**config.mk**
```make
export PLATFORM = sky130hd
export DESIGN_NAME = hourly_average_history_ring_top
export DESIGN_NICKNAME = d
export VERILOG_FILES = /design/src/rtl/core/hahr_pkg.sv /design/src/rtl/core/hahr_div.sv /design/src/rtl/core/hahr_hist.sv /design/src/rtl/core/hourly_average_history_ring_top.sv
export SDC_FILE = /design/constraint.sdc
export NUM_CORES = 1
export LEC_CHECK = 0
export BUFFER_PORTS_ARGS = -buffer_cell sky130_fd_sc_hd__buf_2
export CORE_ASPECT_RATIO = 1.4
export CORE_UTILIZATION = 57
export CTS_CLUSTER_DIAMETER = 80
export CTS_CLUSTER_SIZE = 10
export DETAILED_ROUTE_END_ITERATION = 6
export PLACE_DENSITY = 0.77
export RECOVER_POWER = 25
export SLEW_MARGIN = 30
export SYNTH_ARGS = -nofsm -noshare
export SYNTH_HDL_FRONTEND = slang
export SYNTH_SLANG_ARGS = --single-unit
```
**constraint.sdc**
```tcl
create_clock -name clk_i -period 6.2 [get_ports clk_i]
set_clock_uncertainty 0.1 [all_clocks]
set_input_delay 0.93 -clock clk_i [delete_from_list [all_inputs] [get_ports clk_i]]
set_output_delay 0.93 -clock clk_i [all_outputs]
set_load 0.05 [all_outputs]
```
**src/rtl/core/hahr_pkg.sv**
```systemverilog
// Shared types and constants for the hourly average history ring.
// Holds item structs, register indexes and control structs; no dependencies.
package hahr_pkg;

  localparam int HistDepth  = 24;
  localparam int HIST_AW    = $clog2(HistDepth);
  localparam int FILL_W     = $clog2(HistDepth + 1);
  localparam int TEMP_W     = 12;
  localparam int TIME_W     = 32;
  localparam int SUM_W      = 28;
  localparam int CNT_W      = 16;
  localparam int BUCKETS_W  = 5;
  localparam int CFG_IDX_W  = 2;
  localparam int CFG_DATA_W = 32;

  localparam logic signed [TEMP_W-1:0] ValidMinRst = 12'sd80;
  localparam logic signed [TEMP_W-1:0] ValidMaxRst = 12'sd640;
  localparam logic [TIME_W-1:0]        BucketPeriodRst = 32'd3600000;
  localparam logic [TIME_W-1:0]        SendIntervalRst = 32'd300000;

  typedef enum logic [CFG_IDX_W-1:0] {
    CFG_VALID_MIN     = 2'd0,
    CFG_VALID_MAX     = 2'd1,
    CFG_BUCKET_PERIOD = 2'd2,
    CFG_SEND_INTERVAL = 2'd3
  } cfg_idx_e;

  typedef struct packed {
    logic signed [TEMP_W-1:0] temperature;
    logic [TIME_W-1:0]        time_ms;
  } in_item_t;

  typedef struct packed {
    logic                     sample_valid;
    logic                     bucket_closed;
    logic signed [TEMP_W-1:0] closed_average;
    logic [BUCKETS_W-1:0]     buckets_filled;
    logic                     window_has_value;
    logic signed [TEMP_W-1:0] window_min;
    logic signed [TEMP_W-1:0] window_max;
    logic                     send_now;
  } out_item_t;

  typedef struct packed {
    logic wr_en;
    logic scan_start;
  } hist_ctrl_t;

  typedef struct packed {
    logic                     done;
    logic                     have;
    logic signed [TEMP_W-1:0] min;
    logic signed [TEMP_W-1:0] max;
  } hist_stat_t;

endpackage

```
**src/rtl/core/hahr_div.sv**
```systemverilog
// Iterative signed divider: period sum by sample count, truncated toward zero.
// One quotient bit per cycle; depends on hahr_pkg.
module hahr_div (
  input  logic                             clk_i,
  input  logic                             rst_ni,
  input  logic                             start_i,
  input  logic signed [hahr_pkg::SUM_W-1:0] dividend_i,
  input  logic [hahr_pkg::CNT_W-1:0]       divisor_i,
  output logic                             done_o,
  output logic signed [hahr_pkg::TEMP_W-1:0] quotient_o
);
  import hahr_pkg::*;

  localparam int STEP_W = $clog2(SUM_W);

  logic                busy_q, busy_d;
  logic                done_q, done_d;
  logic [STEP_W-1:0]   step_q, step_d;
  logic [CNT_W-1:0]    rem_q, rem_d;
  logic [SUM_W-1:0]    dq_q, dq_d;
  logic [CNT_W-1:0]    dsr_q, dsr_d;
  logic                neg_q, neg_d;
  logic [CNT_W:0]      shifted;
  logic [CNT_W+1:0]    diff;
  logic                ge;
  logic [SUM_W-1:0]    quo_full;

  assign shifted  = {rem_q, dq_q[SUM_W-1]};
  assign diff     = {1'b0, shifted} - {2'b00, dsr_q};
  assign ge       = ~diff[CNT_W+1];
  assign quo_full = neg_q ? (~dq_q + 1'b1) : dq_q;
  assign quotient_o = quo_full[TEMP_W-1:0];
  assign done_o   = done_q;

  always_comb begin
    busy_d = busy_q;
    done_d = 1'b0;
    step_d = step_q;
    rem_d  = rem_q;
    dq_d   = dq_q;
    dsr_d  = dsr_q;
    neg_d  = neg_q;
    if (start_i) begin
      busy_d = 1'b1;
      step_d = STEP_W'(SUM_W - 1);
      rem_d  = '0;
      dsr_d  = divisor_i;
      neg_d  = dividend_i[SUM_W-1];
      dq_d   = dividend_i[SUM_W-1] ? (~dividend_i + 1'b1) : dividend_i;
    end else if (busy_q) begin
      rem_d = ge ? diff[CNT_W-1:0] : shifted[CNT_W-1:0];
      dq_d  = {dq_q[SUM_W-2:0], ge};
      if (step_q == '0) begin
        busy_d = 1'b0;
        done_d = 1'b1;
      end else begin
        step_d = step_q - 1'b1;
      end
    end
  end

  always_ff @(posedge clk_i or negedge rst_ni) begin
    if (!rst_ni) begin
      busy_q <= 1'b0;
      done_q <= 1'b0;
      step_q <= '0;
    end else begin
      busy_q <= busy_d;
      done_q <= done_d;
      step_q <= step_d;
    end
  end

  always_ff @(posedge clk_i) begin
    rem_q <= rem_d;
    dq_q  <= dq_d;
    dsr_q <= dsr_d;
    neg_q <= neg_d;
  end

endmodule

```
**src/rtl/core/hahr_hist.sv**
```systemverilog
// History ring memory with a sequential min/max scan over the filled entries.
// One entry read per cycle through a registered port; depends on hahr_pkg.
module hahr_hist (
  input  logic                               clk_i,
  input  logic                               rst_ni,
  input  hahr_pkg::hist_ctrl_t               ctrl_i,
  input  logic [hahr_pkg::HIST_AW-1:0]       wr_addr_i,
  input  logic signed [hahr_pkg::TEMP_W-1:0] wr_data_i,
  input  logic [hahr_pkg::FILL_W-1:0]        scan_len_i,
  output hahr_pkg::hist_stat_t               stat_o
);
  import hahr_pkg::*;

  logic signed [TEMP_W-1:0] mem [HistDepth];
  logic signed [TEMP_W-1:0] rd_q;
  logic                     rv_q, rv_d;
  logic                     busy_q, busy_d;
  logic                     done_q, done_d;
  logic [FILL_W-1:0]        idx_q, idx_d;
  logic [FILL_W-1:0]        len_q, len_d;
  logic                     have_q, have_d;
  logic signed [TEMP_W-1:0] min_q, min_d;
  logic signed [TEMP_W-1:0] max_q, max_d;
  logic                     issue;

  assign issue = busy_q && (idx_q < len_q);

  always_ff @(posedge clk_i) begin
    if (ctrl_i.wr_en) begin
      mem[wr_addr_i] <= wr_data_i;
    end
    if (issue) begin
      rd_q <= mem[idx_q[HIST_AW-1:0]];
    end
  end

  always_comb begin
    busy_d = busy_q;
    done_d = 1'b0;
    idx_d  = idx_q;
    len_d  = len_q;
    have_d = have_q;
    min_d  = min_q;
    max_d  = max_q;
    rv_d   = issue;
    if (ctrl_i.scan_start) begin
      busy_d = 1'b1;
      idx_d  = '0;
      len_d  = scan_len_i;
      have_d = 1'b0;
      rv_d   = 1'b0;
    end else if (busy_q) begin
      if (issue) begin
        idx_d = idx_q + 1'b1;
      end
      if (rv_q) begin
        have_d = 1'b1;
        if (!have_q || rd_q < min_q) min_d = rd_q;
        if (!have_q || rd_q > max_q) max_d = rd_q;
      end
      if (!issue && !rv_q) begin
        busy_d = 1'b0;
        done_d = 1'b1;
      end
    end
  end

  always_ff @(posedge clk_i or negedge rst_ni) begin
    if (!rst_ni) begin
      busy_q <= 1'b0;
      done_q <= 1'b0;
      rv_q   <= 1'b0;
      idx_q  <= '0;
      len_q  <= '0;
      have_q <= 1'b0;
    end else begin
      busy_q <= busy_d;
      done_q <= done_d;
      rv_q   <= rv_d;
      idx_q  <= idx_d;
      len_q  <= len_d;
      have_q <= have_d;
    end
  end

  always_ff @(posedge clk_i) begin
    min_q <= min_d;
    max_q <= max_d;
  end

  assign stat_o.done = done_q;
  assign stat_o.have = have_q;
  assign stat_o.min  = min_q;
  assign stat_o.max  = max_q;

endmodule

```
**src/rtl/core/hourly_average_history_ring_top.sv**
```systemverilog
// Hourly average history ring: sequencer, accumulators, send timer and output register.
// An item is captured, then evaluated; one that closes a bucket runs the divider
// and a history write; then the history is scanned and the result is registered out.
// One item at a time; the next item is taken in the cycle after the result loads.
// Reset clears all control state, accumulators and timers; history entries are undefined.
// Depends on hahr_pkg, hahr_div and hahr_hist.
module hourly_average_history_ring_top (
  input  logic                              clk_i,
  input  logic                              rst_ni,
  input  logic                              in_valid_i,
  output logic                              in_ready_o,
  input  hahr_pkg::in_item_t                in_item_i,
  output logic                              out_valid_o,
  input  logic                              out_ready_i,
  output hahr_pkg::out_item_t               out_item_o,
  input  logic                              cfg_we_i,
  input  logic [hahr_pkg::CFG_IDX_W-1:0]    cfg_idx_i,
  input  logic [hahr_pkg::CFG_DATA_W-1:0]   cfg_data_i
);
  import hahr_pkg::*;

  typedef enum logic [2:0] {
    ST_IDLE,
    ST_EVAL,
    ST_DIV,
    ST_WRITE,
    ST_SCAN,
    ST_OUT
  } state_e;

  state_e state_q, state_d;

  logic signed [TEMP_W-1:0] vmin_q, vmin_d;
  logic signed [TEMP_W-1:0] vmax_q, vmax_d;
  logic [TIME_W-1:0]        period_q, period_d;
  logic [TIME_W-1:0]        interval_q, interval_d;

  logic signed [TEMP_W-1:0] t_q, t_d;
  logic [TIME_W-1:0]        now_q, now_d;

  logic signed [SUM_W-1:0]  sum_q, sum_d;
  logic [CNT_W-1:0]         cnt_q, cnt_d;
  logic [TIME_W-1:0]        start_q, start_d;
  logic [TIME_W-1:0]        last_q, last_d;
  logic                     sent_q, sent_d;
  logic [FILL_W-1:0]        filled_q, filled_d;
  logic [HIST_AW-1:0]       oldest_q, oldest_d;

  logic                     rvalid_q, rvalid_d;
  logic                     rclose_q, rclose_d;
  logic                     rsend_q, rsend_d;
  logic signed [TEMP_W-1:0] avg_q, avg_d;
  logic                     whave_q, whave_d;
  logic signed [TEMP_W-1:0] wmin_q, wmin_d;
  logic signed [TEMP_W-1:0] wmax_q, wmax_d;

  logic                     out_valid_q, out_valid_d;
  out_item_t                out_q, out_d;

  logic                     smp_valid;
  logic                     cnt_sat;
  logic signed [SUM_W-1:0]  sum_new;
  logic [CNT_W-1:0]         cnt_new;
  logic [TIME_W-1:0]        elapsed;
  logic [TIME_W-1:0]        since_send;
  logic                     close;
  logic                     send;

  logic                     div_start;
  logic                     div_done;
  logic signed [TEMP_W-1:0] div_quo;

  hist_ctrl_t               hctrl;
  hist_stat_t               hstat;
  logic [HIST_AW-1:0]       wr_addr;

  assign smp_valid  = (t_q >= vmin_q) && (t_q <= vmax_q);
  assign cnt_sat    = &cnt_q;
  assign sum_new    = cnt_sat ? sum_q : (sum_q + SUM_W'(t_q));
  assign cnt_new    = cnt_sat ? cnt_q : (cnt_q + 1'b1);
  assign elapsed    = now_q - start_q;
  assign since_send = now_q - last_q;
  assign close      = smp_valid && (elapsed >= period_q);
  assign send       = smp_valid && (!sent_q || (since_send >= interval_q));
  assign wr_addr    = (filled_q < FILL_W'(HistDepth)) ? filled_q[HIST_AW-1:0] : oldest_q;

  hahr_div u_div (
    .clk_i      (clk_i),
    .rst_ni     (rst_ni),
    .start_i    (div_start),
    .dividend_i (sum_new),
    .divisor_i  (cnt_new),
    .done_o     (div_done),
    .quotient_o (div_quo)
  );

  hahr_hist u_hist (
    .clk_i      (clk_i),
    .rst_ni     (rst_ni),
    .ctrl_i     (hctrl),
    .wr_addr_i  (wr_addr),
    .wr_data_i  (avg_q),
    .scan_len_i (filled_d),
    .stat_o     (hstat)
  );

  always_comb begin
    state_d     = state_q;
    vmin_d      = vmin_q;
    vmax_d      = vmax_q;
    period_d    = period_q;
    interval_d  = interval_q;
    t_d         = t_q;
    now_d       = now_q;
    sum_d       = sum_q;
    cnt_d       = cnt_q;
    start_d     = start_q;
    last_d      = last_q;
    sent_d      = sent_q;
    filled_d    = filled_q;
    oldest_d    = oldest_q;
    rvalid_d    = rvalid_q;
    rclose_d    = rclose_q;
    rsend_d     = rsend_q;
    avg_d       = avg_q;
    whave_d     = whave_q;
    wmin_d      = wmin_q;
    wmax_d      = wmax_q;
    out_valid_d = out_valid_q;
    out_d       = out_q;
    div_start   = 1'b0;
    hctrl       = '0;

    if (cfg_we_i) begin
      unique case (cfg_idx_e'(cfg_idx_i))
        CFG_VALID_MIN:     vmin_d     = cfg_data_i[TEMP_W-1:0];
        CFG_VALID_MAX:     vmax_d     = cfg_data_i[TEMP_W-1:0];
        CFG_BUCKET_PERIOD: period_d   = cfg_data_i[TIME_W-1:0];
        CFG_SEND_INTERVAL: interval_d = cfg_data_i[TIME_W-1:0];
        default: ;
      endcase
    end

    if (out_valid_q && out_ready_i) begin
      out_valid_d = 1'b0;
    end

    unique case (state_q)
      ST_IDLE: begin
        if (in_valid_i) begin
          t_d     = in_item_i.temperature;
          now_d   = in_item_i.time_ms;
          state_d = ST_EVAL;
        end
      end
      ST_EVAL: begin
        rvalid_d = smp_valid;
        rclose_d = close;
        rsend_d  = send;
        avg_d    = '0;
        if (smp_valid) begin
          sum_d = sum_new;
          cnt_d = cnt_new;
        end
        if (send) begin
          last_d = now_q;
          sent_d = 1'b1;
        end
        if (close) begin
          div_start = 1'b1;
          sum_d     = '0;
          cnt_d     = '0;
          start_d   = start_q + period_q;
          state_d   = ST_DIV;
        end else begin
          hctrl.scan_start = 1'b1;
          state_d          = ST_SCAN;
        end
      end
      ST_DIV: begin
        if (div_done) begin
          avg_d   = div_quo;
          state_d = ST_WRITE;
        end
      end
      ST_WRITE: begin
        hctrl.wr_en      = 1'b1;
        hctrl.scan_start = 1'b1;
        if (filled_q < FILL_W'(HistDepth)) begin
          filled_d = filled_q + 1'b1;
        end else if (oldest_q == HIST_AW'(HistDepth - 1)) begin
          oldest_d = '0;
        end else begin
          oldest_d = oldest_q + 1'b1;
        end
        state_d = ST_SCAN;
      end
      ST_SCAN: begin
        if (hstat.done) begin
          whave_d = hstat.have || rvalid_q;
          if (hstat.have) begin
            wmin_d = (rvalid_q && (t_q < hstat.min)) ? t_q : hstat.min;
            wmax_d = (rvalid_q && (t_q > hstat.max)) ? t_q : hstat.max;
          end else if (rvalid_q) begin
            wmin_d = t_q;
            wmax_d = t_q;
          end else begin
            wmin_d = '0;
            wmax_d = '0;
          end
          state_d = ST_OUT;
        end
      end
      ST_OUT: begin
        if (!out_valid_q || out_ready_i) begin
          out_valid_d            = 1'b1;
          out_d.sample_valid     = rvalid_q;
          out_d.bucket_closed    = rclose_q;
          out_d.closed_average   = avg_q;
          out_d.buckets_filled   = BUCKETS_W'(filled_q);
          out_d.window_has_value = whave_q;
          out_d.window_min       = wmin_q;
          out_d.window_max       = wmax_q;
          out_d.send_now         = rsend_q;
          state_d                = ST_IDLE;
        end
      end
      default: state_d = ST_IDLE;
    endcase
  end

  always_ff @(posedge clk_i or negedge rst_ni) begin
    if (!rst_ni) begin
      state_q     <= ST_IDLE;
      vmin_q      <= ValidMinRst;
      vmax_q      <= ValidMaxRst;
      period_q    <= BucketPeriodRst;
      interval_q  <= SendIntervalRst;
      sum_q       <= '0;
      cnt_q       <= '0;
      start_q     <= '0;
      last_q      <= '0;
      sent_q      <= 1'b0;
      filled_q    <= '0;
      oldest_q    <= '0;
      out_valid_q <= 1'b0;
      out_q       <= '0;
    end else begin
      state_q     <= state_d;
      vmin_q      <= vmin_d;
      vmax_q      <= vmax_d;
      period_q    <= period_d;
      interval_q  <= interval_d;
      sum_q       <= sum_d;
      cnt_q       <= cnt_d;
      start_q     <= start_d;
      last_q      <= last_d;
      sent_q      <= sent_d;
      filled_q    <= filled_d;
      oldest_q    <= oldest_d;
      out_valid_q <= out_valid_d;
      out_q       <= out_d;
    end
  end

  always_ff @(posedge clk_i) begin
    t_q      <= t_d;
    now_q    <= now_d;
    rvalid_q <= rvalid_d;
    rclose_q <= rclose_d;
    rsend_q  <= rsend_d;
    avg_q    <= avg_d;
    whave_q  <= whave_d;
    wmin_q   <= wmin_d;
    wmax_q   <= wmax_d;
  end

  assign in_ready_o  = (state_q == ST_IDLE);
  assign out_valid_o = out_valid_q;
  assign out_item_o  = out_q;

endmodule
```
**Yosys cells after proc, flatten, opt, wreduce, memory -nomap -nowiden**

Memory sizes are Yosys's and may differ from the RTL's. A register that Yosys moved wholly into a read port is not among the register bits.
Index checks and enable logic that the tools add are counted.
Widths: inputs -> output; s select.

- Memory bits (writable): 288
- Flip-flop bits (word level): 446
- Memories: 1
- Output and inout port bits: 47
- Word-level logic and storage cells: 193

- Order comparisons: 10
- Bitwise gates (word level): 5
- $add $sub $neg: 12
- Eq/ne operators: 14
- Reductions and logical operators: 46
- Mux-type cells: 60

Memories:

| name | words | width | rd ports | clocked after memory_dff | write ports | RTL line | RTL |
|---|---|---|---|---|---|---|---|
| u_hist.mem | 24 | 12 | 1 | 1 | 1 | hahr_hist.sv:14 | `logic signed [TEMP_W-1:0] mem [HistDepth];` |

Operators with widths:

| cell | number |
|---|---|
| $mux 28 | 6 |
| $mux 12 | 7 |
| $ge 32x32->1 | 2 |
| $mux 16 | 4 |
| $sub 32x32->32 | 2 |
| $mux 5 | 10 |
| $add 32x32->32 | 1 |
| $reduce_and 2->1 | 15 |
| $add 28x1->28 const B | 1 |
| $add 28x12->28 | 1 |
| $not 28->28 | 1 |
| $mux 1 | 25 |
| $gt 12x12->1 | 2 |
| $lt 12x12->1 | 2 |
| $pmux 12 s2 | 1 |
| $pmux 3 s6 | 1 |
| $sub 17x16->18 | 1 |
| $add 16x1->16 const B | 1 |
| $reduce_and 16->1 | 1 |
| $add 5x1->5 const B | 3 |
| $mux 3 | 5 |
| $add 12x1->12 const B | 1 |
| $ge 12x12->1 | 1 |
| $le 12x12->1 | 1 |
| other kinds (22) | 52 |

**Longest topological paths before layout**

Gate-level depths: netlist of run 1.

- Word-level depth: 7
- Gate-level depth with buffers: 27

**Modules after synthesis**

Synthesis of run 1 repeated with hierarchy kept, for this count alone.

- Cells, all modules: 3324
- Area, all modules: 39912.0 um2

By module, submodules not included:

| module | area each (um2) | times used | seq. area each (um2) | cells each |
|---|---|---|---|---|
| hourly_average_history_ring_top | 22178.8 | 1 | 8957.3 | 2200 |
| hahr_hist | 13492.9 | 1 | 10079.7 | 668 |
| hahr_div | 4240.3 | 1 | 1846.8 | 456 |

**Worst setup path after synthesis of run 1**

OpenSTA, ideal clock, no wires.

- Path kind: flip-flop to flip-flop
- Start: register now_q[0]
- End: register u_hist.min_q[0] (enable)
- Cell stages (with the launch flop): 26
- Arrival: 5497 ps
- Required time: 5712 ps
- Path slack: 215 ps
- Path through: edfxtp_1 inv_1 ha_1 inv_1 fa_1 a21o_1 a21oi_1 and4b_1 o41a_1 o211ai_1 a211o_1 nand2_1 a21oi_1 or3_1 a311oi_1 xor2_1 ha_1 nand4_1 a211oi_1 a21o_1 clkbuf_1 nand2_1 o21ai_0 clkbuf_1 nand3_1 a31oi_1

- Cells in the longest elaborated chain, start to end: 7

Ends and longest elaborated chain:

| element | RTL line | RTL |
|---|---|---|
| from (decl) | hourly_average_history_ring_top.sv:39 | `logic [TIME_W-1:0] now_q, now_d;` |
| from (signal assigned) | hourly_average_history_ring_top.sv:268 | `now_q <= now_d;` |
| $sub 32x32->32 | hourly_average_history_ring_top.sv:81 | `assign elapsed = now_q - start_q;` |
| $ge 32x32->1 | hourly_average_history_ring_top.sv:83 | `assign close = smp_valid && (elapsed >= period_q);` |
| $logic_and 1x1->1 | hourly_average_history_ring_top.sv:83 |  |
| $mux 1 | hourly_average_history_ring_top.sv:169 | `if (close) begin` |
| $pmux 1 s2 | hourly_average_history_ring_top.sv:148 | `unique case (state_q)` |
| $not 1->1 (no source line) | n/a |  |
| $reduce_and 4->1 (no source line) | n/a |  |
| to (signal assigned) | hahr_hist.sv:87 | `min_q <= min_d;` |
| to (decl) | hahr_hist.sv:22 | `logic signed [TEMP_W-1:0] min_q, min_d;` |

No other way between the ends.
A chain may end at the register's enable or synchronous reset.

**Final worst setup path of run 1**

- Start: register now_q[0]
- End: register last_q[14]

- Cells in the longest elaborated chain, start to end: 5

Ends and longest elaborated chain:

| element | RTL line | RTL |
|---|---|---|
| $sub 32x32->32 | hourly_average_history_ring_top.sv:82 | `assign since_send = now_q - last_q;` |
| $ge 32x32->1 | hourly_average_history_ring_top.sv:84 | `assign send = smp_valid && (!sent_q \|\| (since_send >= interval_q));` |
| $logic_or 1x1->1 | hourly_average_history_ring_top.sv:84 |  |
| $logic_and 1x1->1 | hourly_average_history_ring_top.sv:84 |  |
| $reduce_and 2->1 (no source line) | n/a |  |
| to (signal assigned) | hourly_average_history_ring_top.sv:257 | `last_q <= last_d;` |
| to (decl) | hourly_average_history_ring_top.sv:44 | `logic [TIME_W-1:0] last_q, last_d;` |

No other way between the ends.

==> results of run 1 <==
==> final timing paths <==
path,startpoint,endpoint,slack (ns),cells past startpoint
setup / recovery,now_q[0],last_q[14],0.35,25
min in group asynchronous,rst_ni,period_q[29],1.05,1
max in group asynchronous,rst_ni,u_hist.idx_q[0],2.86,1
hold / removal,in_item_i[34],t_q[2],0.33,1
setup reg to reg,now_q[0],last_q[14],0.35,25
hold reg to reg,wmin_q[10],out_item_o[23],0.36,1
==> synthesized netlist by cell type, types with 39 or more instances <==
master | n | area (µm²)
o21ai_0 | 182 | 911
a22o_1 | 40 | 350
clkbuf_1 | 78 | 293
dfrtp_1 | 254 | 6360
o21a_1 | 42 | 315
ha_1 | 282 | 3530
a21oi_1 | 186 | 931
nor2_1 | 190 | 713
nand2b_1 | 39 | 244
mux2_2 | 164 | 1850
mux4_2 | 84 | 1890
edfxtp_1 | 453 | 13600
inv_1 | 240 | 901
a21o_1 | 93 | 698
nand3_1 | 58 | 290
xor2_1 | 67 | 587
nand2_1 | 239 | 897
xnor2_1 | 99 | 867
==> through the flow <==
step	worst slack [ns]	hold WS [ns]	utilization
2_1_floorplan	0.215	0.326	-
3_3_place_gp	0.317	0.342	0.604
3_5_place_dp	0.161	0.358	0.605
4_1_cts	0.0962	0.263	0.642
5_1_grt	0.00371	0.315	0.642
6_report	0.346	0.333	0.642
==> report_power, final <==
part | internal, W | switching, W | leakage (nW) | total (W)
clock | 0.00263 | 0.00204 | 1.21 | 0.00467
combinational | 0.000280 | 0.000340 | 9.39 | 0.000620
sequential | 0.00536 | 0.0000746 | 6.59 | 0.00544
total | 0.00828 | 0.00245 | 17.2 | 0.0107
==> metal layers <==
metal  wire length [µm]  global-route usage
met1              35300               0.301
met4               5020               0.151
met3               4850              0.0397
met2              50100               0.497
met5                 24                   0
==> flip-flops by register name, summed over array words and instances (netlist names), 32 cells and up <==
name	flops
now_q	32
out_item_o	45
start_q	32
period_q	32
interval_q	32
last_q	32
u_hist.mem	288
==> cell usage in the layout, fill, tap and decap left out, types with 67 or more instances in the layout <==
| cell | Yosys | routed |
|---|---|---|
| mux4_2 | 84 | 84 |
| nand2_1 | 239 | 239 |
| xnor2_1 | 99 | 99 |
| edfxtp_1 | 453 | 453 |
| ha_1 | 282 | 282 |
| mux2_2 | 164 | 164 |
| inv_1 | 240 | 240 |
| clkbuf_16 | 0 | 85 |
| a21o_1 | 93 | 93 |
| nor2_1 | 190 | 184 |
| a21oi_1 | 186 | 185 |
| xor2_1 | 67 | 67 |
| o21ai_0 | 182 | 181 |
| buf_2 | 6 | 122 |
| dfrtp_1 | 254 | 250 |
| clkbuf_1 | 78 | 72 |
==> critical path: cells and delay by family, from the launching register on <==
family / cells / cell delay [ns]
XOR/XNOR: 1 / 0.16
adder cells (fa/ha/maj): 3 / 0.86
multiplexers: 1 / 0.31
flip-flops: 1 / 0.39
AO/OA/AOI/OAI: 12 / 2.87
buffers and inverters: 3 / 0.35
AND/OR/NAND/NOR: 5 / 0.65
==> cells by family (layout without fill, tap and decap cells) <==
kind of cell | Yosys count | in the layout | synth area share
buffers and inverters | 350 | 582 | 0.0337
DFF | 746 | 746 | 0.523
other | 0 | 1 | 0
muxes | 285 | 285 | 0.103
AOI/OAI and AO/OA | 768 | 768 | 0.125
and+or+nand+nor | 734 | 734 | 0.0880
adders and majority gates | 287 | 287 | 0.0908
xor gates and xnor gates | 166 | 166 | 0.0364
==> cell type report <==
cell class	instances	area [µm²]	area share
sequential	746	20900	0.470
antenna	1	2.50	0.0000563
tap	928	1160	0.0261
clock buffer	152	2400	0.0540
clock inverter	6	170	0.00383
timing repair buffer	182	1090	0.0246
inverter	242	908	0.0205
multi-input combinational	2240	17800	0.401
==> repair_timing <==
action	4_1_cts	5_1_grt
gates resized for setup	0	3
hold endpoints to repair	0	0
endpoints found under the setup margin	0	45
==> impl_results.md, run 1 <==
* Status: finished, violations left
* Failing checks: max-capacitance violations, max-slew violations
* Post-route DRC at 0
* Initial antenna violation count at 4
* Area Overhead vs Synth at 11.2%
* Finished Cell Area at 44400 µm²
* Period utilisation layout at 0.944
* Maximum VDD drop at approximately 330 µV
* Unique masters post-synth at 94
* I/O Buffers at 129
* Num CTS Buffers at 84
* Crit Path Class: register to register
* Clk sinks at between 700 and 800
* Worst-Margin Slew at between 2 and 3 ns
* Core Footprint at around 69000 µm²
* Synthesis Warnings at 0
* Max incr delay on CP at 0.45 ns
* RSZ-0062 raised after global routing: false
* Worst Hold Class: primary input to register
* Drt first pass iters at 6
* Synth Cell Area at about 40000 µm²
* GRT overflow at 0
* DIE AREA at 71200 µm²
* Post-synth EDFFs at roughly 450
* Post-DR vias/cell at roughly 6
* Fraction of layout cells with a size suffix above 1 at 0.165
* Vias at approximately 27000
* Clock Latency Late Sink at between 0.6 and 0.7 ns
* WL final at 95300 µm
* WP data required at 6.62 ns
* Hold Vio Cnt, Final at 0
* Fillers at 5167
* Crit. End Element: register
* Leakage power at approximately 17 nW
* # IOs at 130
* Area after DPL at around 42000 µm²
* Relative slew slack at -0.886
* First-pass GRT wire length at between 100000 and 150000 µm
* Power, Total at between 0.01 and 0.015 W
* Post-CTS Setup Repair Bufs at 0
* Wire length per cell at between 20 and 25 µm
* Vias in the first global route at approximately 28000
* Root Driver: clkbuf_16
* PD cells at 242 nW/µm²
* CTS tree: yes
* Max-Cap Viols at 1
* All-Layer GR Usage at 0.272
* Dominant synthesized flop cell: edfxtp_1
* Syn Inst Count at between 3000 and 4000
* Nets at 3866
* Die width at approximately 230 µm
* CP max FO at 21
* Sequential fraction of the synthesis area at 0.523
* Dpl cells at 4337
* Die H at roughly 320 µm
* Fin crit period at between 5 and 6 ns
* Crit-path most repeated cell: a21oi_1
* Initial Util at 0.578
* CTS Hold Bufs at 0
* Gp weighted congestion at roughly 0.95
* Core Rows at between 100 and 150
* CP Data Arrival Time at roughly 6.3 ns
* Fin. max-slew vios at just over 100
* Final setup vio count at 0
* Pin count of the biggest net entering global routing at about 120
* DP Wirelength at approximately 66000 µm
* H-tree depth at 3
* Synthesized net count at 3706
* Setup TNS at 0 ns
* Startpoint types: register
* Final ANT Viol Nets at 0
* Async SR Flop Fraction at 0.371
* Worst path slowest cell: a41oi_1
* CTS Buffer Depth at 3
* Clock transition at path regs at approximately 0.060 ns
* #FFs+latches synth at about 750
* Max Clock Freq at about 170 MHz
* Initial DRC Count at 1843
* Avg Cell Area, Syn at ~12 µm²
* Non-Filler Instances at roughly 4500
No activity file was read; power rests on OpenSTA's default activity.
==> run 2, diff against run 1 <==
--- a/config.mk
+++ b/config.mk
@@ -13,6 +13,7 @@
 export DETAILED_ROUTE_END_ITERATION = 6
 export PLACE_DENSITY = 0.77
 export RECOVER_POWER = 25
+export REMOVE_ABC_BUFFERS = 1
 export SLEW_MARGIN = 30
 export SYNTH_ARGS = -nofsm -noshare
 export SYNTH_HDL_FRONTEND = slang
==> run 2 against run 1 <==
The flow now finishes without violations. Cell count barely moved. Maximum frequency increased by 1.4%. Global-route usage increased by 0.73 points. Count of clock-buffer cells in the layout fell by 2. Worst hold slack got worse by 0.10 ns. Sequential power hardly changed. Wire length rose by 2.2%. Via count shrank 0.24%. Sequential share of layout area about the same. Power increased by 0.19%.
==> impl_results.md, run 2 (same netlist as run 1, synthesis figures left out) <==
* Num CTS Buffers at 84 (unchanged)
* Fillers at 5147 (-0.39%)
* Worst Hold Class: primary input to async pin
* CP Data Arrival Time at 6.19 ns (-0.09 ns)
* GRT Max-Usage Layer: met2
* Relative slew slack at 0.287 (+1.17)
* WP data required at 6.62 ns (about the same)
* Leakage power at 17.1 nW (-0.22%)
* I/O Buffers at 129 (unchanged)
* Die width at 226 µm (unchanged)
* Worst R2R Path Depth at 28 (+12%)
* Final setup vio count at 0 (unchanged)
* Max incr delay on CP at 0.41 ns (-0.04 ns)
* # IOs at 130 (unchanged)
* Maximum VDD drop at 245 µV (-25%)
* CTS Buffer Depth at 3 (unchanged)
* Max Clock Freq at 173 MHz (+1.4%)
* DP Wirelength at 68000 µm (+3.6%)
* Drt first pass iters at 7 (+1)
* Fraction of layout cells with a size suffix above 1 at 0.163 (-0.00164)
* Finished Cell Area at 44400 µm² (about the same)
* Initial Util at 0.578 (unchanged)
* Hold Vio Cnt, Final at 0 (unchanged)
* Period utilisation layout at 0.931 (-0.0133)
* M2 GR Usage at 0.506 (+0.00909)
* CP max FO at 21 (unchanged)
* DIE AREA at 71200 µm² (unchanged)
* H-tree depth at 3 (unchanged)
* Initial DRC Count at 1772 (-3.9%)
* Largest delay contributor family on the critical path: compound AO/OA/AOI/OAI gates
* Crit-path most repeated cell: a21o_1
* Commonest cells after routing, fill and taps aside: edfxtp_1, ha_1, dfrtp_1
* Area Overhead vs Synth at 11.1% (about the same)
* Status: finished clean
* Post-CTS Setup Repair Bufs at 0 (unchanged)
* Wire length per cell at 21.7 µm (+2.2%)
* Root Driver: clkbuf_16
* Clock transition at path regs at 0.06 ns (about the same)
* Post-DR vias/cell at 6.01 (-0.19%)
* Startpoint types: register
* Nets at 3866 (unchanged)
* CTS Hold Bufs at 0 (unchanged)
* Number of diodes at 0 (-1)
* Fin crit period at 5.77 ns (-0.0827 ns)
* Worst path slowest cell: fa_1
* Die H at 315 µm (unchanged)
* Power, Total at 0.0108 W (+0.19%)
* Post-route DRC at 0 (unchanged)
* Clk sinks at 746 (unchanged)
* First-pass GRT wire length at 151000 µm (+1.5%)
* Area after DPL at 41800 µm² (about the same)
* Worst-Margin Slew at 1.07 ns (-1.76 ns)
* Met3 usage at 0.0389 (-0.000839)
* Dpl cells at 4336 (-0.023%)
* Fin. max-slew vios at 0 (-100%)
* Max reg flops at 288 (unchanged)
* All-Layer GR Usage at 0.279 (+0.00730)
* Crit Path Class: register to register
* WL final at 97300 µm (+2.2%)
* PD cells at 242 nW/µm² (+0.26%)
* CTS tree: yes
* Pin count of the biggest net entering global routing at 104 (-14%)
* Crit. End Element: register
* Crit. path cell count at 28 (+12%)
* Initial antenna violation count at 0 (-4)
* Vias in the first global route at 27400 (-1.4%)
* Final Hold Slack at 0.230 ns (-0.102 ns)
* Non-Filler Instances at 4495 (-0.044%)
* Post-CTS sizing at 0 (unchanged)
* Most common cell after layout, fill and taps aside: edfxtp_1
* CP Buf/Inv Count at 4 (+1)
* Final ANT Viol Nets at 0 (unchanged)
* Clock Latency Late Sink at 0.69 ns (+0.02 ns)
* RSZ-0062 raised after global routing: false
* Gp weighted congestion at 0.921 (-2.8%)
* M1 GR Usage at 0.316 (+0.0153)
* Core Footprint at 69200 µm² (unchanged)
* Vias at 27000 (-0.24%)
* Core Rows at 114 (unchanged)
* Most flops, register: u_hist.mem
* Max-Cap Viols at 0 (-1)
* GRT overflow at 0 (unchanged)
[run 2: final timing paths]
path                          startpoint              to  slack (ns)
min in group clk_i         in_item_i[31]       now_q[31]        0.31
max in group asynchronous         rst_ni      last_q[23]        4.41
hold / removal                    rst_ni   interval_q[1]        0.23
hold reg to reg                wmin_q[5]  out_item_o[18]        0.35
setup / recovery                now_q[0]       last_q[4]        0.43
setup reg to reg                now_q[0]       last_q[4]        0.43
[run 2: routing by layer]
| layer | up-vias | part of all wire |
|---|---|---|
| met1 | 13300 | 0.37 |
| met2 | 793 | 0.53 |
| li1 | 12700 | - |
| met4 | 0 | 0.051 |
| met3 | 256 | 0.050 |
| met5 | - | 0 |
[run 2: final cells by class]
| class | instances | area, µm² | share of cell area |
|---|---|---|---|
| clock inverter | 7 | 175 | 0.00395 |
| clock buffer | 150 | 2370 | 0.0534 |
| multi-input combinational | 2240 | 17800 | 0.401 |
| timing repair buffer | 182 | 1080 | 0.0244 |
| sequential | 746 | 20900 | 0.471 |
| inverter | 242 | 908 | 0.0205 |
| tap | 928 | 1160 | 0.0262 |
[run 2: stage by stage]
step / TNS [ns] / util / setup WS, ns
2_1_floorplan: -143.78 / - / -2.04
3_3_place_gp: 0 / 0.604 / 0.501
3_5_place_dp: 0 / 0.604 / 0.367
4_1_cts: 0 / 0.641 / 0.364
5_1_grt: 0 / 0.642 / 0.0182
6_report: 0 / 0.642 / 0.428
[run 2: where the power goes]
part           internal (W)  total (W)  switching (W)
Clock               0.00261    0.00468        0.00208
Sequential          0.00536    0.00544      0.0000733
Combinational      0.000281   0.000629       0.000349
Total               0.00825     0.0108        0.00250
==> run 3, diff against run 2 <==
--- a/config.mk
+++ b/config.mk
@@ -7,7 +7,7 @@
 export LEC_CHECK = 0
 export BUFFER_PORTS_ARGS = -buffer_cell sky130_fd_sc_hd__buf_2
 export CORE_ASPECT_RATIO = 1.4
-export CORE_UTILIZATION = 57
+export CORE_UTILIZATION = 60
 export CTS_CLUSTER_DIAMETER = 80
 export CTS_CLUSTER_SIZE = 10
 export DETAILED_ROUTE_END_ITERATION = 6
==> constraint.sdc (replaced) <==
create_clock -name clk_i -period 6.5 [get_ports clk_i]
set_clock_uncertainty 0.1 [all_clocks]
set_input_delay 0.975 -clock clk_i [delete_from_list [all_inputs] [get_ports clk_i]]
set_output_delay 0.975 -clock clk_i [all_outputs]
set_load 0.05 [all_outputs]
==> run 3 against run 2 <==
The flow now finishes with violations (design-rule violations, max-capacitance violations, max-slew violations). Register-to-register slack improved by 0.11 ns. Maximum frequency fell by 3.2%. Sequential power fell by 4.4%. Worst setup slack improved by 0.11 ns. Worst hold slack improved by 0.15 ns. Sequential share of layout area rose by 0.20 points. Wire length rose by 3.4%. Power fell by 5.2%. Die area fell by 5.0%.
==> impl_results.md, run 3 (same netlist as run 1, synthesis figures left out) <==
* Clock Latency Late Sink at 0.66 ns (-0.03 ns)
* Vias at 27600 (+2.1%)
* PD cells at 231 nW/µm² (-4.8%)
* Startpoint types: register
* Post-CTS Setup Repair Bufs at 0 (unchanged)
* Failing checks: design-rule violations, max-capacitance violations, max-slew violations
* Place WS at 0.601 ns (+0.235 ns)
* First-pass GRT wire length at 157000 µm (+3.8%)
* Clk sinks at 746 (unchanged)
* Drt first pass iters at 7 (unchanged)
* CTS tree: yes
* GRT overflow at 0 (unchanged)
* Relative slew slack at -1.07 (-1.36)
* CTS Hold Bufs at 0 (unchanged)
* CTS Buffer Depth at 3 (unchanged)
* Power share of the clock group at 0.431 (-0.005)
* Period utilisation layout at 0.918 (-0.0132)
* WP data required at 6.74 ns (+0.12 ns)
* WL final at 101000 µm (+3.4%)
* H-tree depth at 3 (unchanged)
* Max-Cap Viols at 1 (+1)
* Flop pwr share at 0.510 (+0.004)
* Switch Pwr at 0.00232 W (-7.1%)
* Gp weighted congestion at 0.984 (+6.8%)
* Initial antenna violation count at 2 (+2)
* Hold Vio Cnt, Final at 0 (unchanged)
* Combinational share of power at 0.059 (about the same)
* Worst-Margin Slew at 3.11 ns (+2.04 ns)
* Crit. End Element: register
* Die H at 307 µm (-2.5%)
* Area Overhead vs Synth at 10.6%
* Final setup vio count at 0 (unchanged)
* Worst Hold Class: register to register
* Fin. max-slew vios at 52 (+52)
* Wire length per cell at 22.8 µm (+5.3%)
* RSZ-0062 raised after global routing: false
* I/O Buffers at 129 (unchanged)
* Maximum VDD drop at 334 µV (+37%)
* DIE AREA at 67600 µm² (-5.0%)
* Power, Total at 0.0102 W (-5.2%)
* Initial DRC Count at 2146 (+21%)
* Crit Path Class: register to register
* Final Hold Slack at 0.382 ns (+0.152 ns)
* Post-route DRC at 18 (+18)
* Nets at 3868 (+0.052%)
* Die width at 220 µm (-2.5%)
* Most common cell after layout, fill and taps aside: edfxtp_1
* Core Footprint at 65700 µm² (-5.0%)
* Max reg flops at 288 (unchanged)
* Vias in the first global route at 28900 (+5.7%)
* Most flops, register: u_hist.mem
* Clock transition at path regs at 0.06 ns (about the same)
* CP Data Arrival Time at 6.20 ns (about the same)
* Initial Util at 0.608 (+0.0307)
* Pin count of the biggest net entering global routing at 110 (+5.8%)
* Fillers at 4719 (-8.3%)
* Post-DR vias/cell at 6.25 (+3.9%)
* Final ANT Viol Nets at 0 (unchanged)
* Fin crit period at 5.97 ns (+0.194 ns)
* All-Layer GR Usage at 0.304 (+0.0251)
* DP Wirelength at 71000 µm (+4.4%)
* Num CTS Buffers at 84 (unchanged)
* Cell internal pwr at 0.00787 W (-4.7%)
* Commonest cells after routing, fill and taps aside: edfxtp_1, ha_1, dfrtp_1
* Status: finished, violations left
* Final Util at 0.673 (+0.0312)
* # IOs at 130 (unchanged)
* Max Clock Freq at 168 MHz (-3.2%)
* Setup slack after layout at 0.535 ns (+0.106 ns)
* Core Rows at 111 (-2.6%)
* CP max FO at 12 (-43%)
* Fraction of layout cells with a size suffix above 1 at 0.161 (-0.00233)
* Leakage power at 17.1 nW (about the same)
* Post-CTS sizing at 0 (unchanged)
* Root Driver: clkbuf_16
* Switching share of power at 0.228 (-0.00458)
==> run 3: layout make-up <==
class / count / area, µm² / share of cell area
well taps: 847 / 1060 / 0.0240
flip-flops and latches: 746 / 20900 / 0.473
repair buffers: 184 / 1070 / 0.0243
multi-input cells: 2240 / 17800 / 0.402
clock buffers: 151 / 2380 / 0.0540
diodes: 1 / 2.50 / 0.0000566
clock inverters: 6 / 108 / 0.00243
inverters: 242 / 908 / 0.0206
==> run 3: worst max-delay path, stage by stage, from the launching register on <==
cell,delay (ns)
edfxtp_1,0.37
inv_1,0.10
ha_1,0.17
inv_1,0.06
fa_1,0.40
a21o_1,0.18
a21oi_1,0.25
and4b_1,0.25
o41a_1,0.44
o211ai_1,0.31
a211o_1,0.18
nand2_1,0.05
a21oi_1,0.27
or3_1,0.19
a311oi_1,0.11
xor2_1,0.17
ha_1,0.28
nand4_1,0.12
a211oi_1,0.25
a21o_1,0.24
nand2_1,0.17
o21ai_0,0.26
nand3_1,0.29
a31oi_1,0.23
buf_4,0.22
==> run 3: stage by stage <==
| stage | instances | TNS (ns) | cell area [µm²] |
|---|---|---|---|
| finish | 4417 | 0 | 44200 |
| global placement | 4258 | 0 | 41700 |
| CTS | 4416 | 0 | 44200 |
| detailed placement | 4259 | 0 | 41700 |
| floorplan | 3228 | -105.50 | 39500 |
| global route | 4416 | 0 | 44200 |
==> run 3: worst paths after layout <==
kind                            cells past startpoint  slack (ns)      start              end
min in group asynchronous                           1        1.25     rst_ni   interval_q[19]
worst max register to register                     24        0.53   now_q[0]  u_hist.min_q[1]
worst min register to register                      1        0.38  wmax_q[7]    out_item_o[8]
max in group asynchronous                           2        3.01     rst_ni     u_div.busy_q
worst min-delay path                                1        0.38  wmax_q[7]    out_item_o[8]
worst max-delay path                               24        0.53   now_q[0]  u_hist.min_q[1]
==> run 3: metal layers <==
layer / GRT usage / up-vias / wire, µm
li1: - / 12700 / -
met1: 0.336 / 13700 / 36500
met2: 0.551 / 958 / 53200
met3: 0.0407 / 285 / 5050
met4: 0.182 / 4 / 5880
met5: 0 / - / 30
==> run 3: power groups by stage <==
stage,sequential (W),clock [W],combinational (W)
finish,0.00520,0.00439,0.000605
global route,0.00520,0.00464,0.000681
CTS,0.00520,0.00447,0.000608
detailed placement,0.00529,0,0.000600
global placement,0.00528,0,0.000577
floorplan,0.00525,0,0.000399
